<file path="config.mk">
export PLATFORM = sky130hd
export DESIGN_NAME = block_run_resize_in_place
export DESIGN_NICKNAME = d
export VERILOG_FILES = /design/src/rtl/brrip_pkg.sv /design/src/rtl/block_run_resize_in_place.sv /design/src/rtl/brrip_ram.sv
export SDC_FILE = /design/constraint.sdc
export NUM_CORES = 1
export LEC_CHECK = 0
export BUFFER_PORTS_ARGS = -buffer_cell sky130_fd_sc_hd__buf_2
export CORE_MARGIN = 10
export CORE_UTILIZATION = 68
export DETAILED_ROUTE_END_ITERATION = 8
export PLACE_DENSITY = 0.92
export SLEW_MARGIN = 5
export SYNTH_ARGS = -nofsm -noshare
export SYNTH_HDL_FRONTEND = slang
export SYNTH_HIERARCHICAL = 1
export SYNTH_SLANG_ARGS = --single-unit
</file>
<file path="constraint.sdc">
create_clock -name clk -period 19.5 [get_ports clk]
set_input_delay 4.875 -clock clk [delete_from_list [all_inputs] [get_ports clk]]
set_output_delay 4.875 -clock clk [all_outputs]
set_load 0.005 [all_outputs]
</file>
<file path="src/rtl/brrip_pkg.sv">
// shared constants and types for the block run resize table
package brrip_pkg;

	// table geometry
	localparam int BLOCK_COUNT = 128;
	localparam int BLOCK_BYTES = 1024;
	localparam int MAX_RUN     = 5;

	localparam int IDX_W    = $clog2(BLOCK_COUNT);
	localparam int POS_W    = IDX_W + 1;
	localparam int RUN_W    = 3;
	localparam int BYTES_W  = 16;
	localparam int SUM_W    = BYTES_W + 1;
	localparam int BB_SHIFT = $clog2(BLOCK_BYTES);
	localparam int NEED_W   = SUM_W - BB_SHIFT;
	localparam int CMP_W    = NEED_W + RUN_W;

	// item kinds
	localparam logic KIND_RESIZE = 1'b0;
	localparam logic KIND_WRITE  = 1'b1;

	// result status codes
	typedef enum logic [1:0] {
		ST_OK       = 2'd0,
		ST_RELOCATE = 2'd1,
		ST_BAD_HEAD = 2'd2,
		ST_WRITTEN  = 2'd3
	} status_t;

	// one table entry
	typedef struct packed {
		logic             free;
		logic [RUN_W-1:0] run;
	} entry_t;

	localparam int ENTRY_W = $bits(entry_t);

	// value of an entry that was never written
	localparam entry_t RST_ENTRY = '{free: 1'b1, run: '0};

endpackage

</file>
<file path="src/rtl/block_run_resize_in_place.sv">
// block run resize table: takes a table write or a request to resize a block run in place
// one word at a time: accept, head lookup, then a scan of up to MAX_RUN - 1 following
// entries, each a ram read and then a check, then up to seven entry writes, one a cycle
// a new word can be taken in the cycle that its result first shows in the output register;
// a result held there by out_stall delays the next word
// reset clears the entry valid bits at once, so every entry reads as free with run 0;
// no clearing pass, an item can be accepted in the first cycle after reset
module block_run_resize_in_place (
	input  logic                                 clk,
	input  logic                                 arst_n,
	input  logic                                 in_valid,
	output logic                                 in_stall,
	input  logic                                 kind,
	input  logic [brrip_pkg::IDX_W-1:0]          index,
	input  logic [brrip_pkg::BYTES_W-1:0]        request_bytes,
	input  logic                                 entry_free,
	input  logic [brrip_pkg::RUN_W-1:0]          entry_run,
	output logic                                 out_valid,
	input  logic                                 out_stall,
	output logic [1:0]                           status,
	output logic [brrip_pkg::RUN_W-1:0]          blocks_now
);

	typedef enum logic [2:0] {
		S_IDLE,
		S_HEAD,
		S_SCAN_RD,
		S_SCAN_CK,
		S_WRITE,
		S_DONE
	} state_t;

	localparam int CW = brrip_pkg::CMP_W;
	localparam int PW = brrip_pkg::POS_W;
	localparam int IW = brrip_pkg::IDX_W;
	localparam int RW = brrip_pkg::RUN_W;
	localparam int NW = brrip_pkg::NEED_W;
	localparam int SW = brrip_pkg::SUM_W;

	state_t                           st_q;
	logic [IW-1:0]                    head_q;
	logic [NW-1:0]                    need_q;
	logic                             zero_q;
	logic [RW-1:0]                    j_q;
	logic [RW-1:0]                    k_q;
	logic [RW-1:0]                    cnt_q;
	logic [brrip_pkg::BLOCK_COUNT-1:0] vld_q;
	logic                             rd_vld_q;
	brrip_pkg::status_t               res_st_q;
	logic [RW-1:0]                    res_now_q;
	logic                             out_valid_q;
	brrip_pkg::status_t               out_st_q;
	logic [RW-1:0]                    out_now_q;

	logic                             in_acc;
	logic [SW-1:0]                    need_sum;
	logic [NW-1:0]                    need_d;
	logic [PW-1:0]                    pos_scan;
	logic [PW-1:0]                    pos_wr;
	logic                             scan_go;
	logic                             scan_hit;
	logic                             out_free;
	brrip_pkg::entry_t                rd_ent;
	logic [brrip_pkg::ENTRY_W-1:0]    rd_data;
	logic                             ram_we;
	logic [IW-1:0]                    ram_waddr;
	brrip_pkg::entry_t                ram_wdata;
	logic [IW-1:0]                    ram_raddr;

	// handshake
	assign in_stall = (st_q != S_IDLE);
	assign in_acc   = in_valid && !in_stall;
	assign out_free = !out_valid_q || !out_stall;

	// byte size to block count, rounded up
	assign need_sum = SW'({1'b0, request_bytes}) + SW'(brrip_pkg::BLOCK_BYTES - 1);
	assign need_d   = need_sum[SW-1:brrip_pkg::BB_SHIFT];

	// table positions for the scan and the write sweep
	assign pos_scan = PW'(head_q) + PW'(j_q);
	assign pos_wr   = PW'(head_q) + PW'(k_q);

	// entry as read, unwritten entries read as the reset value
	assign rd_ent = rd_vld_q ? brrip_pkg::entry_t'(rd_data) : brrip_pkg::RST_ENTRY;

	// growth scan continues while in range, under the max run and short of need
	assign scan_go = (pos_scan < PW'(brrip_pkg::BLOCK_COUNT))
		&& (CW'(j_q) < CW'(brrip_pkg::MAX_RUN))
		&& (CW'(j_q) < CW'(need_q));
	assign scan_hit = (CW'(j_q) == CW'(need_q));

	// ram port selection
	always_comb begin
		ram_we    = 1'b0;
		ram_waddr = index;
		ram_wdata = '{free: entry_free, run: entry_run};
		ram_raddr = (st_q == S_IDLE) ? index : pos_scan[IW-1:0];
		if (st_q == S_IDLE) begin
			ram_we = in_acc && (kind == brrip_pkg::KIND_WRITE);
		end else if (st_q == S_WRITE) begin
			ram_we    = (pos_wr < PW'(brrip_pkg::BLOCK_COUNT));
			ram_waddr = pos_wr[IW-1:0];
			if (CW'(k_q) < CW'(need_q)) begin
				ram_wdata.free = 1'b0;
				ram_wdata.run  = (k_q == '0) ? need_q[RW-1:0] : '0;
			end else begin
				ram_wdata = brrip_pkg::RST_ENTRY;
			end
		end
	end

	brrip_ram #(
		.W     (brrip_pkg::ENTRY_W),
		.DEPTH (brrip_pkg::BLOCK_COUNT)
	) u_tbl (
		.clk   (clk),
		.we    (ram_we),
		.waddr (ram_waddr),
		.wdata (ram_wdata),
		.raddr (ram_raddr),
		.rdata (rd_data)
	);

	// sequencer, valid bits and output register
	always_ff @(posedge clk or negedge arst_n) begin
		if (!arst_n) begin
			st_q        <= S_IDLE;
			vld_q       <= '0;
			rd_vld_q    <= 1'b0;
			out_valid_q <= 1'b0;
			out_st_q    <= brrip_pkg::ST_OK;
			out_now_q   <= '0;
			head_q      <= '0;
			need_q      <= '0;
			zero_q      <= 1'b0;
			j_q         <= '0;
			k_q         <= '0;
			cnt_q       <= '0;
			res_st_q    <= brrip_pkg::ST_OK;
			res_now_q   <= '0;
		end else begin
			rd_vld_q <= vld_q[ram_raddr];
			if (ram_we) begin
				vld_q[ram_waddr] <= 1'b1;
			end
			// output register loads a finished word and clears when taken
			if (st_q == S_DONE && out_free) begin
				out_valid_q <= 1'b1;
				out_st_q    <= res_st_q;
				out_now_q   <= res_now_q;
			end else if (out_valid_q && !out_stall) begin
				out_valid_q <= 1'b0;
			end
			case (st_q)
				S_IDLE: begin
					if (in_acc) begin
						head_q <= index;
						need_q <= need_d;
						zero_q <= (request_bytes == '0);
						if (kind == brrip_pkg::KIND_WRITE) begin
							res_st_q  <= brrip_pkg::ST_WRITTEN;
							res_now_q <= entry_run;
							st_q      <= S_DONE;
						end else begin
							st_q <= S_HEAD;
						end
					end
				end
				S_HEAD: begin
					j_q <= rd_ent.run;
					k_q <= '0;
					if (rd_ent.run == '0 || rd_ent.free) begin
						res_st_q  <= brrip_pkg::ST_BAD_HEAD;
						res_now_q <= rd_ent.run;
						st_q      <= S_DONE;
					end else if (zero_q) begin
						res_st_q  <= brrip_pkg::ST_RELOCATE;
						res_now_q <= rd_ent.run;
						st_q      <= S_DONE;
					end else if (CW'(need_q) <= CW'(rd_ent.run)) begin
						// shrink: release the old run and mark the new one in one sweep
						cnt_q     <= rd_ent.run;
						res_st_q  <= brrip_pkg::ST_OK;
						res_now_q <= need_q[RW-1:0];
						st_q      <= S_WRITE;
					end else begin
						res_now_q <= rd_ent.run;
						st_q      <= S_SCAN_RD;
					end
				end
				S_SCAN_RD: begin
					if (scan_go) begin
						st_q <= S_SCAN_CK;
					end else if (scan_hit) begin
						cnt_q     <= need_q[RW-1:0];
						res_st_q  <= brrip_pkg::ST_OK;
						res_now_q <= need_q[RW-1:0];
						st_q      <= S_WRITE;
					end else begin
						res_st_q <= brrip_pkg::ST_RELOCATE;
						st_q     <= S_DONE;
					end
				end
				S_SCAN_CK: begin
					if (rd_ent.free) begin
						j_q  <= j_q + RW'(1);
						st_q <= S_SCAN_RD;
					end else begin
						res_st_q <= brrip_pkg::ST_RELOCATE;
						st_q     <= S_DONE;
					end
				end
				S_WRITE: begin
					k_q <= k_q + RW'(1);
					if (k_q == cnt_q - RW'(1)) begin
						st_q <= S_DONE;
					end
				end
				S_DONE: begin
					if (out_free) begin
						st_q <= S_IDLE;
					end
				end
				default: begin
					st_q <= S_IDLE;
				end
			endcase
		end
	end

	assign out_valid  = out_valid_q;
	assign status     = out_st_q;
	assign blocks_now = out_now_q;

	// an accepted word keeps the block busy in the next cycle
	a_busy_after_accept: assert property (@(posedge clk) disable iff (!arst_n)
		in_valid && !in_stall |=> in_stall)
		else $error("block not busy after accepting a word");

	// an in-place resize always leaves a nonzero run
	a_ok_nonzero: assert property (@(posedge clk) disable iff (!arst_n)
		out_valid && (status == brrip_pkg::ST_OK) |-> (blocks_now != '0))
		else $error("resize reported ok with empty run");

	// the write sweep stays inside its count
	a_sweep_bound: assert property (@(posedge clk) disable iff (!arst_n)
		(st_q == S_WRITE) |-> (k_q < cnt_q))
		else $error("write sweep ran past its count");

	// the growth scan never checks an entry at or beyond the max run
	a_scan_bound: assert property (@(posedge clk) disable iff (!arst_n)
		(st_q == S_SCAN_CK) |-> (CW'(j_q) < CW'(brrip_pkg::MAX_RUN)))
		else $error("growth scan beyond max run");

endmodule

</file>
<file path="src/rtl/brrip_ram.sv">
// generic single write port ram with registered read
module brrip_ram #(
	parameter int W     = 4,
	parameter int DEPTH = 128,
	parameter int AW    = $clog2(DEPTH)
) (
	input  logic          clk,
	input  logic          we,
	input  logic [AW-1:0] waddr,
	input  logic [W-1:0]  wdata,
	input  logic [AW-1:0] raddr,
	output logic [W-1:0]  rdata
);

	logic [W-1:0] mem_q [DEPTH];

	// write and registered read
	always_ff @(posedge clk) begin
		if (we) begin
			mem_q[waddr] <= wdata;
		end
		rdata <= mem_q[raddr];
	end

endmodule
</file>
==> metrics.md, run 1 <==
| Metric | Value |
|---|---|
| Worst setup path category | `in -> reg` |
| Port bufs | `38` |
| Final hold vios | `0` |
| Clock net sink count | `between 600 and 700` |
| Leading cell type in the layout, fill and taps excluded | `edfxtp_1` |
| Skew-Pair Late Insertion Delay | `630 ps` |
| # fillers | `2091` |
| Drt pass-1 iters | `9` |
| Max-cap viol count | `0` |
| # hold bufs at CTS | `0` |
| Fin. max-slew vios | `0` |
| Worst VDD drop | `0.000143 V` |
| Worst path most repeated cell | `mux4_2` |
| Yosys warns | `6` |
| Pin count of the biggest net entering global routing | `128` |
| Post-DR wirelength/cell | `32.6 microns` |
| Drt via density | `7.55` |
| Dpl hpwl | `~43000 microns` |
| # DRC | `0` |
| CORE AREA | `41900 sq um` |
| PostCTS Resize Cnt | `0` |
| IO Pins | `39` |
| Antenna-violating nets left | `0` |
| Crit. End Element | `register` |
| CP max stage delay | `between 800 and 900 ps` |
| Initial antenna violation count | `3` |
| CP arrival | `9430 ps` |
| FF-to-FF setup slack | `between 10000 and 15000 ps` |
| Die Area | `50800 sq um` |
| Initial DRC Count | `3042` |
| CTS Buffer Depth | `3` |
| Die Span X | `roughly 230 microns` |
| Crit path buf inv count | `4` |
| Number of core rows | `75` |
| Via count | `18.0k` |
| Final std cells w/o fill | `2387` |
| Routability Congestion | `approximately 0.89` |
| FMAX | `0.112 GHz` |
| GRT Util Overall | `0.312` |
| Async S/R FF share, synth | `0.245` |
| #FFs+latches synth | `683` |
| Inst Count DP | `~2.3k` |
| Most frequent cells in the layout | `512 x edfxtp_1, 170 x mux4_2, 167 x dfrtp_1, 165 x nor2_1, 146 x nand2_1` |
| Cell Chain, Critical Path | `buf_2 -> nor4b_4 -> nor2_4 -> buf_4 -> inv_8 -> buf_4 -> mux4_2 -> mux4_2 -> mux4_2 -> mux2_2` |
| Distinct cell type count after synthesis | `74` |
| Final min period | `about 8900 ps` |
| Hold Crit Class | `reg -> reg` |
| Nets@finish | `1844` |
| H-tree depth | `3` |
| Hold_sp | `vld_q[10]` |
| Root Buffer | `clkbuf_16` |
| Unrepaired setup endpoints after global routing | `false` |
| Clock transition at path regs | `60 ps` |
| Global-route wire length before repair | `117000 microns` |
| Final setup fails | `0` |
| FF-to-FF Start | `j_q[0]` |
| Pwr dens | `195 nW/um^2` |
| Worst setup skew after layout | `between 30 and 40 ps` |
| Worst Path Max Fanout | `101` |
| Area Growth Syn to Fin | `10.3%` |
| Hold Path Cell Cnt | `1` |
| Final setup TNS | `0 ps` |
| Syn Area/Cell | `approximately 16 sq um` |
| End of the worst hold path | `vld_q[10]` |
| Cells after synthesis | `1757` |
| Remaining global-route overflow | `0` |
| Reg-to-Reg End | `u_tbl/rdata[1]` |
| Slew Limit Headroom | `0.130` |
| Vias in the first global route | `~18k` |
| Worst endpoint required time | `20010 ps` |
| Leak | `11.9 nW` |
| Routed Wire Length | `77700 microns` |
| Critical path's top delay family | `multiplexers` |
| Share of cells above drive strength 1 | `0.202` |
| Die Height | `~230 microns` |
| Slowest-stage cell, CP | `buf_4` |
| Post-CTS setup buffer count | `0` |
| Worst reg-to-reg path cell count | `11` |
| Initial Utilization | `0.686` |
| Final Cycle Share | `0.458` |
| Synth Flop Type | `edfxtp_1` |
| Worst-margin pin slew | `1300 ps` |
| Mapped Area | `28700 sq um` |
| Final Power | `~6.2 mW` |
| EDFF count, synth | `roughly 500` |
| Net count after synthesis | `1809` |
| Post-synthesis sequential area ratio | `0.684` |
| CTS buffer count | `~70` |
| Status | `complete, no violations` |
| CP Launch Type | `primary input` |
| CTS tree | `yes` |
power breakdown:
group          switching, mW  internal [mW]
sequential             0.118           1.87
combinational           1.68           1.13
clock                  0.570          0.804
logic make-up after synthesis:
| logic type | count (synthesis) | share of synthesized area |
|---|---|---|
| DFF | 683 | 0.684 |
| muxes | 198 | 0.144 |
| and+or+nand+nor | 431 | 0.0670 |
| adders and majority gates | 20 | 0.00924 |
| buffers and inverters | 116 | 0.0183 |
| AOI/OAI and AO/OA | 291 | 0.0720 |
| xor gates and xnor gates | 18 | 0.00549 |
Yosys cell counts (9+ instances only):
| cell | n | area (sq um) |
|---|---|---|
| edfxtp_1 | 512 | 15400 |
| nor2_1 | 171 | 642 |
| mux4_2 | 170 | 3830 |
| dfrtp_1 | 167 | 4180 |
| nand2_1 | 146 | 548 |
| a21o_1 | 133 | 998 |
| clkbuf_1 | 46 | 173 |
| a21oi_1 | 42 | 210 |
| o21ai_0 | 35 | 175 |
| buf_2 | 25 | 125 |
| nand3_1 | 25 | 125 |
| ha_1 | 18 | 225 |
| inv_1 | 18 | 67.6 |
| nor3_1 | 18 | 90.1 |
| a221oi_1 | 15 | 131 |
| mux2_2 | 14 | 158 |
| nor2b_1 | 14 | 87.6 |
| mux2i_1 | 13 | 130 |
| nand2b_1 | 12 | 75.1 |
| a32oi_1 | 10 | 87.6 |
| buf_1 | 10 | 37.5 |
| xnor2_1 | 10 | 87.6 |
| buf_4 | 9 | 67.6 |
sequential cells by signal, indices dropped and copies added, names as in the netlist, 4 cells and up:
register / flops
u_tbl/mem_q: 512
head_q: 7
vld_q: 128
need_q: 7
u_tbl/rdata: 4
how the worst max path moves through the flow:
stage | startpoint | endpoint | slack (ps) | depth (start not counted)
after global routing | index[0] | u_tbl/rdata[1] | 10390 | 10
after CTS | index[0] | u_tbl/rdata[1] | 10570 | 10
final | index[0] | u_tbl/rdata[1] | 10580 | 10
after floorplan | entry_free | u_tbl/mem_q[0][3] | 11010 | 2
after detailed placement | index[0] | u_tbl/rdata[1] | 10070 | 10
after global placement | index[0] | u_tbl/rdata[0] | 10270 | 10
through the flow:
| step | setup WS [ps] | cell area (sq um) | hold slack, ps | utilization |
|---|---|---|---|---|
| CTS | 10570 | 31700 | 449 | 0.757 |
| global route | 10390 | 31700 | 461 | 0.757 |
| global placement | 10270 | 29400 | 430 | 0.702 |
| detailed placement | 10070 | 29400 | 436 | 0.702 |
| finish | 10580 | 31700 | 448 | 0.757 |
| floorplan | 11010 | 28700 | 420 | - |
final cells by class:
cell class                      instances  area [sq um]  share of cell area
Antenna cell                            2          5.00            0.000158
Clock buffer                           87          1880              0.0592
Clock inverter                         37           437              0.0138
Inverter                               22          92.6             0.00292
Multi-Input combinational cell        958          8610               0.272
Sequential cell                       683         19600               0.620
Tap cell                              539           674              0.0213
Timing Repair Buffer                   59           354              0.0112
worst reg2reg max path, delay by kind of cell (launching register included):
family	cells	cell delay, ps
XOR/XNOR	1	280
adder cells (fa/ha/maj)	2	650
flip-flops	1	520
buffers and inverters	3	1890
multiplexers	5	2240
routing by layer:
layer	wire length [microns]	part of all wire	up-vias	track usage
met3	8750	0.11	400	0.0763
li1	-	-	6929	-
met4	4750	0.061	4	0.164
met5	31	0.00040	-	0
met1	26200	0.34	9069	0.391
met2	38000	0.49	1613	0.502
No activity file was read; power rests on OpenSTA's default activity.
==> run 2: changes to the inputs <==
- CORE_UTILIZATION: 68 -> 63
- PLACE_DENSITY: 0.92 -> 0.87
- clock period: 19.5 -> 8.75 ns (I/O delays scaled with it)
==> run 2 against run 1 <==
  * Cell area shrank 0.18%
  * Worst hold slack gained 2.3 ps
  * Non-clock buffer count is the same
  * Clock skew shrank 12 ps
  * Clock power grew 110%
  * Final cell count grew 2.3%
  * Critical path type unchanged
  * Routed wire length shrank 7.4%
  * Combinational power grew 120%
  * Power grew 120%
==> metrics.md, run 2 (same netlist as run 1, synthesis figures left out) <==
| Metric | Value |
|---|---|
| Status | `complete, no violations` |
| Die Span X | `233 microns` |
| PostCTS Resize Cnt | `0` |
| CTS Buffer Depth | `3` |
| Final hold vios | `0` |
| Remaining global-route overflow | `0` |
| Final Util | `0.700` |
| Clock power frac | `0.216` |
| Final setup TNS | `0 ps` |
| # hold bufs at CTS | `0` |
| Leading cell type in the layout, fill and taps excluded | `edfxtp_1` |
| Cell Chain, Critical Path | `buf_2 -> and2_1 -> nand2_1 -> nand2_1 -> nor2b_1 -> nand3_1 -> nor2_1` |
| CTS tree | `yes` |
| Most frequent cells in the layout | `512 x edfxtp_1, 170 x mux4_2, 167 x dfrtp_1, 165 x nor2_1, 146 x nand2_1` |
| CTS buffer count | `68` |
| Global-route wire length before repair | `110000 microns` |
| Max reg flops | `512` |
| CORE AREA | `45200 sq um` |
| Final Power | `13.4 mW` |
| Dpl ws | `2700 ps` |
| Worst setup skew after layout | `between 20 and 25 ps` |
| FMAX | `0.184 GHz` |
| Top flop regs | `u_tbl/mem_q x512, vld_q x128` |
| Vias in the first global route | `17.5k` |
| Post-DR wirelength/cell | `29.5 microns` |
| Logic gate share of total power | `0.453` |
| Sw Share | `0.375` |
| Unrepaired setup endpoints after global routing | `false` |
| Final worst slack | `3320 ps` |
| Root Buffer | `clkbuf_16` |
| Worst setup path category | `in -> reg` |
| GRT Util Overall | `0.269` |
| CP max stage delay | `980 ps` |
| Worst Path Max Fanout | `13` |
| Slew Limit Headroom | `0.130` |
| Number of core rows | `between 70 and 80` |
| Largest register by flop count | `u_tbl/mem_q` |
| Worst path most repeated cell | `nand2_1` |
| Worst endpoint required time | `8980 ps` |
| Die Area | `54500 sq um` |
| Pwr dens | `422 nW/um^2` |
| IO Pins | `39` |
| Routability Congestion | `~0.87` |
| Seq pwr share | `0.331` |
| CP arrival | `5660 ps` |
| Share of cells above drive strength 1 | `0.199` |
| Crit. End Element | `register` |
| Routed Wire Length | `72000 microns` |
| Die Height | `around 230 microns` |
| Final std cells w/o fill | `2441` |
| Antenna-violating nets left | `0` |
| H-tree depth | `3` |
| Initial antenna violation count | `1` |
| Worst-margin pin slew | `1300 ps` |
| Clock net sink count | `683` |
| Multi-input combinational cell area | `~8600 sq um` |
| Area Growth Syn to Fin | `10.2%` |
| Clock transition at path regs | `70 ps` |
| CP Launch Type | `primary input` |
| Crit path buf inv count | `1` |
| Port bufs | `38` |
| Via count | `17.2k` |
| Leak | `11.9 nW` |
| Hold Crit Class | `reg -> reg` |
| Initial Utilization | `0.635` |
| Max-cap viol count | `0` |
| # DRC | `0` |
| Worst VDD drop | `0.000323 V` |
| Initial DRC Count | `2333` |
| # fillers | `2623` |
| Final Cycle Share | `0.621` |
| Final min period | `roughly 5400 ps` |
| Drt via density | `7.05` |
| Critical path's top delay family | `simple AND/OR/NAND/NOR gates` |
| Drt pass-1 iters | `6` |
| Final setup fails | `0` |
| Inst Count DP | `approximately 2.3k` |
| Antenna Cells | `0` |
| Nets@finish | `1844` |
| Sequential Area | `19600 sq um` |
| Switching pwr | `5.01 mW` |
| Slowest-stage cell, CP | `nand3_1` |
| Skew-Pair Late Insertion Delay | `600 ps` |
| Fin. max-slew vios | `0` |
| Pin count of the biggest net entering global routing | `104` |
| Int Power | `8.36 mW` |
| Post-CTS setup buffer count | `0` |
| Dpl hpwl | `40800 microns` |
run 2: path summary, 6_finish.rpt:
| check | slack, ps | cells after the start | from | end |
|---|---|---|---|---|
| worst min register to register | 450 | 1 | vld_q[0] | vld_q[0] |
| min in group asynchronous | 1680 | 1 | arst_n | vld_q[34] |
| max in group asynchronous | 5620 | 2 | arst_n | need_q[1] |
| worst max-delay path | 3320 | 7 | in_valid | u_tbl/mem_q[6][1] |
| worst min-delay path | 450 | 1 | vld_q[0] | vld_q[0] |
| worst max register to register | 3620 | 11 | j_q[0] | u_tbl/rdata[3] |
run 2: power by group through the flow:
stage,Sequential [mW],Clock [mW],Combinational (mW)
floorplan,4.43,0,4.31
global placement,4.44,0,5.61
detailed placement,4.47,0,5.87
CTS,4.41,2.91,6.00
global route,4.45,3.04,6.38
finish,4.42,2.89,6.05
run 2: layout make-up:
class                   instances  area share
flip-flops and latches        683       0.621
inverters                      22     0.00293
clock buffers                  92      0.0596
multi-input cells             958       0.272
clock inverters                27     0.00930
well taps                     600      0.0237
repair buffers                 59      0.0116
run 2: per-stage QoR:
step                hold WS, ps  instance area (sq um)
finish                      450                  31600
global route                461                  31600
CTS                         451                  31600
detailed placement          437                  29400
global placement            431                  29400
floorplan                   420                  28700
run 2: routing by layer:
| metal | up-vias | part of all wire | track usage |
|---|---|---|---|
| li1 | 6906 | - | - |
| met1 | 8822 | 0.35 | 0.340 |
| met2 | 1210 | 0.51 | 0.453 |
| met3 | 259 | 0.095 | 0.0586 |
| met4 | 2 | 0.043 | 0.103 |
| met5 | - | 0.00018 | 0 |
